==> src/rtl/zfc_pkg.sv <==
`default_nettype none

package zfc_pkg;

   // Trend codes
   localparam logic [1:0] TREND_FALLING = 2'd0;
   localparam logic [1:0] TREND_STEADY  = 2'd1;
   localparam logic [1:0] TREND_RISING  = 2'd2;
   localparam logic [1:0] TREND_UNKNOWN = 2'd3;

   // Divisors scaled by 16 and by the pressure fraction (16 * 8.1 * 10 etc.)
   localparam int FallDen   = 1296;
   localparam int SteadyDen = 6016;
   localparam int RiseDen   = 2064;

   // Lowest Z of each letter table
   localparam int FallLo   = 1;
   localparam int SteadyLo = 10;
   localparam int RiseLo   = 20;

   localparam logic [4:0] NO_LETTER = 5'd0;

   typedef struct packed {
      logic [14:0] pressure_x16;
      logic [1:0]  trend;
      logic [3:0]  month;
   } req_type;

   typedef struct packed {
      logic [4:0] letter_code;
      logic [3:0] image_number;
   } rsp_type;

   // After the arithmetic stage: x = 2 * num + den
   typedef struct packed {
      logic signed [22:0] x;
      logic [1:0]         trend;
      logic               winter;
   } s1_type;

   // After the compare stage: table index and match flag
   typedef struct packed {
      logic [3:0] idx;
      logic       hit;
      logic [1:0] trend;
      logic       winter;
   } s2_type;

   localparam logic [4:0] FALL_TAB [16] = '{
      5'd1, 5'd2, 5'd4, 5'd8, 5'd15, 5'd18, 5'd21, 5'd22,
      5'd24, 5'd0, 5'd0, 5'd0, 5'd0, 5'd0, 5'd0, 5'd0
   };
   localparam logic [4:0] STEADY_TAB [16] = '{
      5'd1, 5'd2, 5'd5, 5'd11, 5'd14, 5'd16, 5'd19, 5'd23,
      5'd24, 5'd26, 5'd0, 5'd0, 5'd0, 5'd0, 5'd0, 5'd0
   };
   localparam logic [4:0] RISE_TAB [16] = '{
      5'd1, 5'd2, 5'd3, 5'd6, 5'd7, 5'd9, 5'd10, 5'd12,
      5'd13, 5'd17, 5'd20, 5'd25, 5'd26, 5'd0, 5'd0, 5'd0
   };

   localparam logic [3:0] IMG_SUMMER [32] = '{
      4'd9, 4'd1, 4'd1, 4'd4, 4'd2, 4'd2, 4'd4, 4'd2,
      4'd2, 4'd2, 4'd8, 4'd2, 4'd8, 4'd8, 4'd2, 4'd2,
      4'd8, 4'd4, 4'd5, 4'd5, 4'd8, 4'd5, 4'd5, 4'd5,
      4'd5, 4'd7, 4'd7, 4'd9, 4'd9, 4'd9, 4'd9, 4'd9
   };
   localparam logic [3:0] IMG_WINTER [32] = '{
      4'd9, 4'd1, 4'd1, 4'd4, 4'd3, 4'd3, 4'd4, 4'd3,
      4'd3, 4'd3, 4'd8, 4'd3, 4'd8, 4'd8, 4'd3, 4'd3,
      4'd8, 4'd4, 4'd6, 4'd6, 4'd8, 4'd6, 4'd6, 4'd6,
      4'd6, 4'd7, 4'd7, 4'd9, 4'd9, 4'd9, 4'd9, 4'd9
   };

   // Constant part of 2 * num + den for each trend and season
   function automatic logic [20:0] base_of(input logic [1:0] trend, input logic winter);
      int b;
      b = 0;
      case (trend)
         TREND_FALLING: b = (2 * (130 + (winter ? 1 : 2)) + 1) * FallDen;
         TREND_STEADY:  b = (2 * 147 + 1) * SteadyDen;
         TREND_RISING:  b = (2 * (179 - (winter ? 1 : 2)) + 1) * RiseDen;
         default:       b = 0;
      endcase
      return 21'(b);
   endfunction

   // Pressure coefficient of 2 * num
   function automatic logic [6:0] coef_of(input logic [1:0] trend);
      logic [6:0] c;
      case (trend)
         TREND_FALLING: c = 7'd20;
         TREND_STEADY:  c = 7'd100;
         TREND_RISING:  c = 7'd40;
         default:       c = 7'd0;
      endcase
      return c;
   endfunction

   // Number of letter table entries for a trend
   function automatic logic [3:0] span_of(input logic [1:0] trend);
      logic [3:0] s;
      case (trend)
         TREND_FALLING: s = 4'd9;
         TREND_STEADY:  s = 4'd10;
         TREND_RISING:  s = 4'd13;
         default:       s = 4'd0;
      endcase
      return s;
   endfunction

   // Threshold on x for rounded Z >= lo + k
   function automatic logic signed [22:0] thr_of(input logic [1:0] trend, input logic [3:0] k);
      int den;
      int lo;
      den = 0;
      lo  = 0;
      case (trend)
         TREND_FALLING: begin
            den = FallDen;
            lo  = FallLo;
         end
         TREND_STEADY: begin
            den = SteadyDen;
            lo  = SteadyLo;
         end
         TREND_RISING: begin
            den = RiseDen;
            lo  = RiseLo;
         end
         default: begin
            den = 0;
            lo  = 0;
         end
      endcase
      return 23'(2 * den * (lo + int'(k)));
   endfunction

   // Letter code from trend and table index
   function automatic logic [4:0] letter_of(input logic [1:0] trend, input logic [3:0] idx);
      logic [4:0] c;
      case (trend)
         TREND_FALLING: c = FALL_TAB[idx];
         TREND_STEADY:  c = STEADY_TAB[idx];
         TREND_RISING:  c = RISE_TAB[idx];
         default:       c = NO_LETTER;
      endcase
      return c;
   endfunction

endpackage

`default_nettype wire

==> src/rtl/zfc_arith.sv <==
`default_nettype none

module zfc_arith (
   input  wire logic             clock,
   input  wire logic             reset,
   input  wire logic             in_valid,
   input  wire zfc_pkg::req_type in_data,
   input  wire logic             down_en,
   output logic                  up_en,
   output logic                  out_valid,
   output zfc_pkg::s1_type       out_data
);
   import zfc_pkg::*;

   logic    valid_ff;
   s1_type  data_ff;
   s1_type  data_in;
   logic [20:0] base_w;
   logic [22:0] prod_w;
   logic        winter_w;

   // Load when empty or when the next stage takes the current request
   assign up_en = ~valid_ff | down_en;

   // Form x = 2 * num + den for the selected trend
   always_comb begin
      winter_w = (in_data.month < 4'd4) || (in_data.month > 4'd9);
      base_w   = base_of(in_data.trend, winter_w);
      prod_w   = 23'(coef_of(in_data.trend)) * 23'(in_data.pressure_x16);
      data_in.x      = signed'(23'(base_w) - prod_w);
      data_in.trend  = in_data.trend;
      data_in.winter = winter_w;
   end

   always_ff @(posedge clock) begin
      if (reset) begin
         valid_ff <= 1'b0;
      end else if (up_en) begin
         valid_ff <= in_valid;
      end
   end

   always_ff @(posedge clock) begin
      if (up_en) begin
         data_ff <= data_in;
      end
   end

   assign out_valid = valid_ff;
   assign out_data  = data_ff;

endmodule

`default_nettype wire

==> src/rtl/zfc_grade.sv <==
`default_nettype none

module zfc_grade (
   input  wire logic            clock,
   input  wire logic            reset,
   input  wire logic            in_valid,
   input  wire zfc_pkg::s1_type in_data,
   input  wire logic            down_en,
   output logic                 up_en,
   output logic                 out_valid,
   output zfc_pkg::s2_type      out_data
);
   import zfc_pkg::*;

   logic       valid_ff;
   s2_type     data_ff;
   s2_type     data_in;
   logic [3:0] span_w;

   // Load when empty or when the next stage takes the current request
   assign up_en = ~valid_ff | down_en;

   // Round Z by comparing x against the table thresholds
   always_comb begin
      span_w      = span_of(in_data.trend);
      data_in.idx = 4'd0;
      for (int j = 1; j <= 12; j++) begin
         if ((4'(j) < span_w) && (in_data.x >= thr_of(in_data.trend, 4'(j)))) begin
            data_in.idx = data_in.idx + 4'd1;
         end
      end
      data_in.hit    = (in_data.trend != TREND_UNKNOWN) &&
                       (in_data.x >= thr_of(in_data.trend, 4'd0)) &&
                       (in_data.x <  thr_of(in_data.trend, span_w));
      data_in.trend  = in_data.trend;
      data_in.winter = in_data.winter;
   end

   always_ff @(posedge clock) begin
      if (reset) begin
         valid_ff <= 1'b0;
      end else if (up_en) begin
         valid_ff <= in_valid;
      end
   end

   always_ff @(posedge clock) begin
      if (up_en) begin
         data_ff <= data_in;
      end
   end

   assign out_valid = valid_ff;
   assign out_data  = data_ff;

endmodule

`default_nettype wire

==> src/rtl/zfc_lookup.sv <==
`default_nettype none

module zfc_lookup (
   input  wire logic            clock,
   input  wire logic            reset,
   input  wire logic            in_valid,
   input  wire zfc_pkg::s2_type in_data,
   input  wire logic            down_en,
   output logic                 up_en,
   output logic                 out_valid,
   output zfc_pkg::rsp_type     out_data
);
   import zfc_pkg::*;

   logic    valid_ff;
   rsp_type data_ff;
   rsp_type data_in;

   // Load when empty or when the consumer takes the current request
   assign up_en = ~valid_ff | down_en;

   // Map index to letter, then letter to picture
   always_comb begin
      data_in.letter_code  = in_data.hit ? letter_of(in_data.trend, in_data.idx) : NO_LETTER;
      data_in.image_number = in_data.winter ? IMG_WINTER[data_in.letter_code]
                                            : IMG_SUMMER[data_in.letter_code];
   end

   always_ff @(posedge clock) begin
      if (reset) begin
         valid_ff <= 1'b0;
      end else if (up_en) begin
         valid_ff <= in_valid;
      end
   end

   always_ff @(posedge clock) begin
      if (up_en) begin
         data_ff <= data_in;
      end
   end

   assign out_valid = valid_ff;
   assign out_data  = data_ff;

endmodule

`default_nettype wire

==> src/rtl/zambretti_forecast_classifier.sv <==
`default_nettype none

// Zambretti forecast classifier: each request carries a pressure sample (hPa
// with four fraction bits), a trend and a month, and yields one response with
// the forecast letter code (0 when no letter applies) and the picture number.
// A request is taken every cycle when nothing stalls, and its response passes
// through three register stages in order: the pressure arithmetic,
// the rounding comparisons against the letter table thresholds, and the
// letter and picture table lookup. The response register holds a stalled
// response while the earlier stages keep filling, so req_stall rises only
// once all three stages hold requests.
module zambretti_forecast_classifier (
   input  wire logic             clock,
   input  wire logic             reset,
   input  wire logic             req_valid,
   output logic                  req_stall,
   input  wire zfc_pkg::req_type req_data,
   output logic                  rsp_valid,
   input  wire logic             rsp_stall,
   output zfc_pkg::rsp_type      rsp_data
);
   import zfc_pkg::*;

   logic   arith_en;
   logic   grade_en;
   logic   lookup_en;
   logic   s1_valid;
   logic   s2_valid;
   s1_type s1_data;
   s2_type s2_data;

   // Stall the requester when the first stage cannot load
   assign req_stall = ~arith_en;

   zfc_arith u_arith (
      .clock     (clock),
      .reset     (reset),
      .in_valid  (req_valid),
      .in_data   (req_data),
      .down_en   (grade_en),
      .up_en     (arith_en),
      .out_valid (s1_valid),
      .out_data  (s1_data)
   );

   zfc_grade u_grade (
      .clock     (clock),
      .reset     (reset),
      .in_valid  (s1_valid),
      .in_data   (s1_data),
      .down_en   (lookup_en),
      .up_en     (grade_en),
      .out_valid (s2_valid),
      .out_data  (s2_data)
   );

   zfc_lookup u_lookup (
      .clock     (clock),
      .reset     (reset),
      .in_valid  (s2_valid),
      .in_data   (s2_data),
      .down_en   (~rsp_stall),
      .up_en     (lookup_en),
      .out_valid (rsp_valid),
      .out_data  (rsp_data)
   );

endmodule

`default_nettype wire

==> config.mk <==
export PLATFORM = sky130hd
export DESIGN_NAME = zambretti_forecast_classifier
export DESIGN_NICKNAME = d
export VERILOG_FILES = /design/src/rtl/zfc_pkg.sv /design/src/rtl/zfc_arith.sv /design/src/rtl/zfc_grade.sv /design/src/rtl/zfc_lookup.sv /design/src/rtl/zambretti_forecast_classifier.sv
export SDC_FILE = /design/constraint.sdc
export NUM_CORES = 1
export LEC_CHECK = 0
export ABC_AREA = 1
export BUFFER_PORTS_ARGS = -buffer_cell sky130_fd_sc_hd__buf_2
export CORE_UTILIZATION = 55
export CTS_CLUSTER_SIZE = 14
export DETAILED_ROUTE_END_ITERATION = 12
export PLACE_DENSITY_LB_ADDON = 0.1
export RECOVER_POWER = 25
export SLEW_MARGIN = 10
export SYNTH_ARGS = -nofsm -noshare
export SYNTH_HDL_FRONTEND = slang
export SYNTH_HIERARCHICAL = 1
export SYNTH_SLANG_ARGS = --single-unit
==> constraint.sdc <==
create_clock -name clock -period 19.6 [get_ports clock]
set_input_delay 1.96 -clock clock [delete_from_list [all_inputs] [get_ports clock]]
set_output_delay 1.96 -clock clock [all_outputs]
set_load 0.03 [all_outputs]
==> flow_metrics.env <==
export IMPL_ys_seq_elements=44
export IMPL_route_detailed_drc=0
export IMPL_yosysTopAreaCell="ha_1"
export IMPL_cts_buffers=5
export IMPL_crit_path_max_fanout=17
export IMPL_wl_met3_um=3920
export IMPL_grt_pass1_wl_um=73700
export IMPL_fin_cells=2791
export IMPL_dr_wl_met2_um=19600
export IMPL_drt_initial_drc_count=1331
export IMPL_synth_most_common_cell="nand2_1"
export IMPL_finalMaxSlewViolations=0
export IMPL_drive_gt1_share_pct=6.16
export IMPL_synth_edf_count=41
export IMPL_synth_warnings=6
export IMPL_syn_to_final_growth_pct=4.28
export IMPL_ctsHoldBuffers=0
export IMPL_place_congestion=0.994
export IMPL_nets=2925
export IMPL_wl_met1_um=21500
export IMPL_dominantRegCellSynth="edfxtp_1"
export IMPL_grt_overflow_total=0
export IMPL_crit_required_ps=19640
export IMPL_slowest_stage="edfxtp_1"
export IMPL_cts_root_buf="clkbuf_16"
export IMPL_period_needed_ps=11640
export IMPL_ios=36
export IMPL_via_per_inst=5.55
export IMPL_total_power_w=0.00199
export IMPL_hold_slack_ps=424
export IMPL_hpwl_um=38100
export IMPL_grt_start_max_net_pins=47
export IMPL_synthTopCellsByArea="ha_1 32%, nand2_1 12%, inv_1 9.5%"
export IMPL_die_w_um=176
export IMPL_syn_cell_area_um2=16600
export IMPL_top_layer_used="met4"
export IMPL_io_buffer_count=34
export IMPL_path_class="register to register"
export IMPL_firstDrtPassIters=7
export IMPL_fin_util_pct=58.3
export IMPL_wirelength_um=46200
export IMPL_dp_cells=2783
export IMPL_postCtsSetupBuffers=0
export IMPL_avgSynthCellArea_um2=6.94
export IMPL_maxCapViolations=0
export IMPL_grt_setup_unrepaired="false"
export IMPL_grt_antenna_before_repair=0
export IMPL_diodes=0
export IMPL_status="completed"
export IMPL_clock_sinks=44
export IMPL_tightestPinTransition_ps=1070
export IMPL_async_flop_share_pct=0
export IMPL_hp_class="register to register"
export IMPL_htree_num_levels=2
export IMPL_clock_skew_ps=4.58
export IMPL_hold_viol_final=0
export IMPL_setup_viol=0
export IMPL_synthDistinctLibCells=69
export IMPL_fmax_ghz=0.0859
export IMPL_synthesis_instances=2385
export IMPL_rows=63
export IMPL_netlist_area_leader_share_pct=32.4
export IMPL_startpoint_type="register"
export IMPL_wl_per_cell_um=16.5
export IMPL_coreArea_um2=29600
export IMPL_p_leak_nw=10.2
export IMPL_cts_tree="done"
export IMPL_clockBufferDepth=2
export IMPL_cts_resized=0
export IMPL_vdd_drop_max_mv=0.0633
export IMPL_die_area_um2=30800
export IMPL_postRouteAntennaNets=0
export IMPL_synth_seq_area_share_pct=7.80
export IMPL_synthTopCellsByCount="537 x nand2_1, 429 x ha_1, 417 x inv_1, 213 x nor2_1, 124 x a21oi_1"
export IMPL_arrival_ps=11680
export IMPL_cpMostUsedCell="ha_1"
export IMPL_endpoint_kind="register"
export IMPL_fin_crit_sh_pct=59.4
export IMPL_p_per_area_nw_per_um2=115
export IMPL_vias=15500
export IMPL_grt_pass1_vias=14300
export IMPL_die_y_um=176
export IMPL_clkTransAtPathRegs_ps=60
export IMPL_gr_usage_all_layers_pct=30.3
export IMPL_setup_tns_ps=0
export IMPL_start_util_pct=55.9
export IMPL_cpPeakStageDelay_ps=720
export IMPL_slew_headroom_pct=26.9
export IMPL_clk_latency_ps=290
through the flow:
stage	instance area, um^2	worst slack [ps]
floorplan	16600	10020
global placement	17100	8480
detailed placement	17100	8200
CTS	17300	8190
global route	17300	7450
finish	17300	7960
power by group:
part | total (W) | internal, W | switching, W
combinational | 0.00165 | 0.000586 | 0.00106
sequential | 0.000244 | 0.000168 | 0.0000758
clock | 0.0000973 | 0.0000606 | 0.0000368
total | 0.00199 | 0.000815 | 0.00117
cells by family after synthesis:
| family | count (synthesis) | synth area share (%) |
|---|---|---|
| compound gates | 282 | 9.97 |
| xor+xnor | 56 | 2.96 |
| other cells | 2 | 0.0454 |
| flops | 44 | 7.80 |
| simple gates | 1017 | 26.8 |
| buf+inv | 484 | 11.4 |
| fa+ha+maj | 500 | 41.0 |
final cells by class:
cell class | count | area (um^2)
clock buffer | 5 | 125
clock inverter | 3 | 46.3
fill | 2931 | 12400
inverter | 437 | 1650
multi-input combinational | 1862 | 13400
sequential | 44 | 1290
tap | 390 | 488
timing repair buffer | 50 | 288
path summary, 6_finish.rpt:
| kind | cells past startpoint | slack, ps | to | startpoint |
|---|---|---|---|---|
| worst max-delay path | 57 | 7960 | u_grade/out_data[5]$_DFFE_PP_ | u_arith/out_data[1]$_DFFE_PP_ |
| worst min register to register | 0 | 420 | u_grade/out_data[0]$_DFFE_PP_ | u_arith/out_data[0]$_DFFE_PP_ |
| worst max register to register | 57 | 7960 | u_grade/out_data[5]$_DFFE_PP_ | u_arith/out_data[1]$_DFFE_PP_ |
| worst min-delay path | 0 | 420 | u_grade/out_data[0]$_DFFE_PP_ | u_arith/out_data[0]$_DFFE_PP_ |
state kept, by name, indices dropped and copies added (netlist names):
name	cells
u_arith/out_data	24
u_lookup/out_data	9
u_grade/out_data	8
u_arith/out_valid	1
u_grade/out_valid	1
u_lookup/out_valid	1
cell usage in the layout, fill, tap and decap left out, drive strengths merged, types with 18 or more instances in the layout:
cell type    n
fa          71
inv        434
o21ai       82
nand2      572
xor2        38
a21oi      127
edfxtp      41
xnor2       18
nor2       226
nor3        18
buf         48
nand4       32
nand3      138
ha         429
layer usage:
metal  vias up  GRT usage, %
li1       7753             -
met1      7133          43.2
met2       530          46.8
met3        65          6.04
met4         0          7.28
met5         -             0
worst max-delay path: cells and delay by family (launching register included):
| kind | cells | cell delay, ps |
|---|---|---|
| and+or+nand+nor | 22 | 3570 |
| adders and majority gates | 13 | 3510 |
| AOI/OAI and AO/OA | 9 | 1390 |
| buffers and inverters | 9 | 1360 |
| xor gates and xnor gates | 4 | 810 |
| DFF | 1 | 720 |
Note: power is estimated with default switching activity, not from simulation.
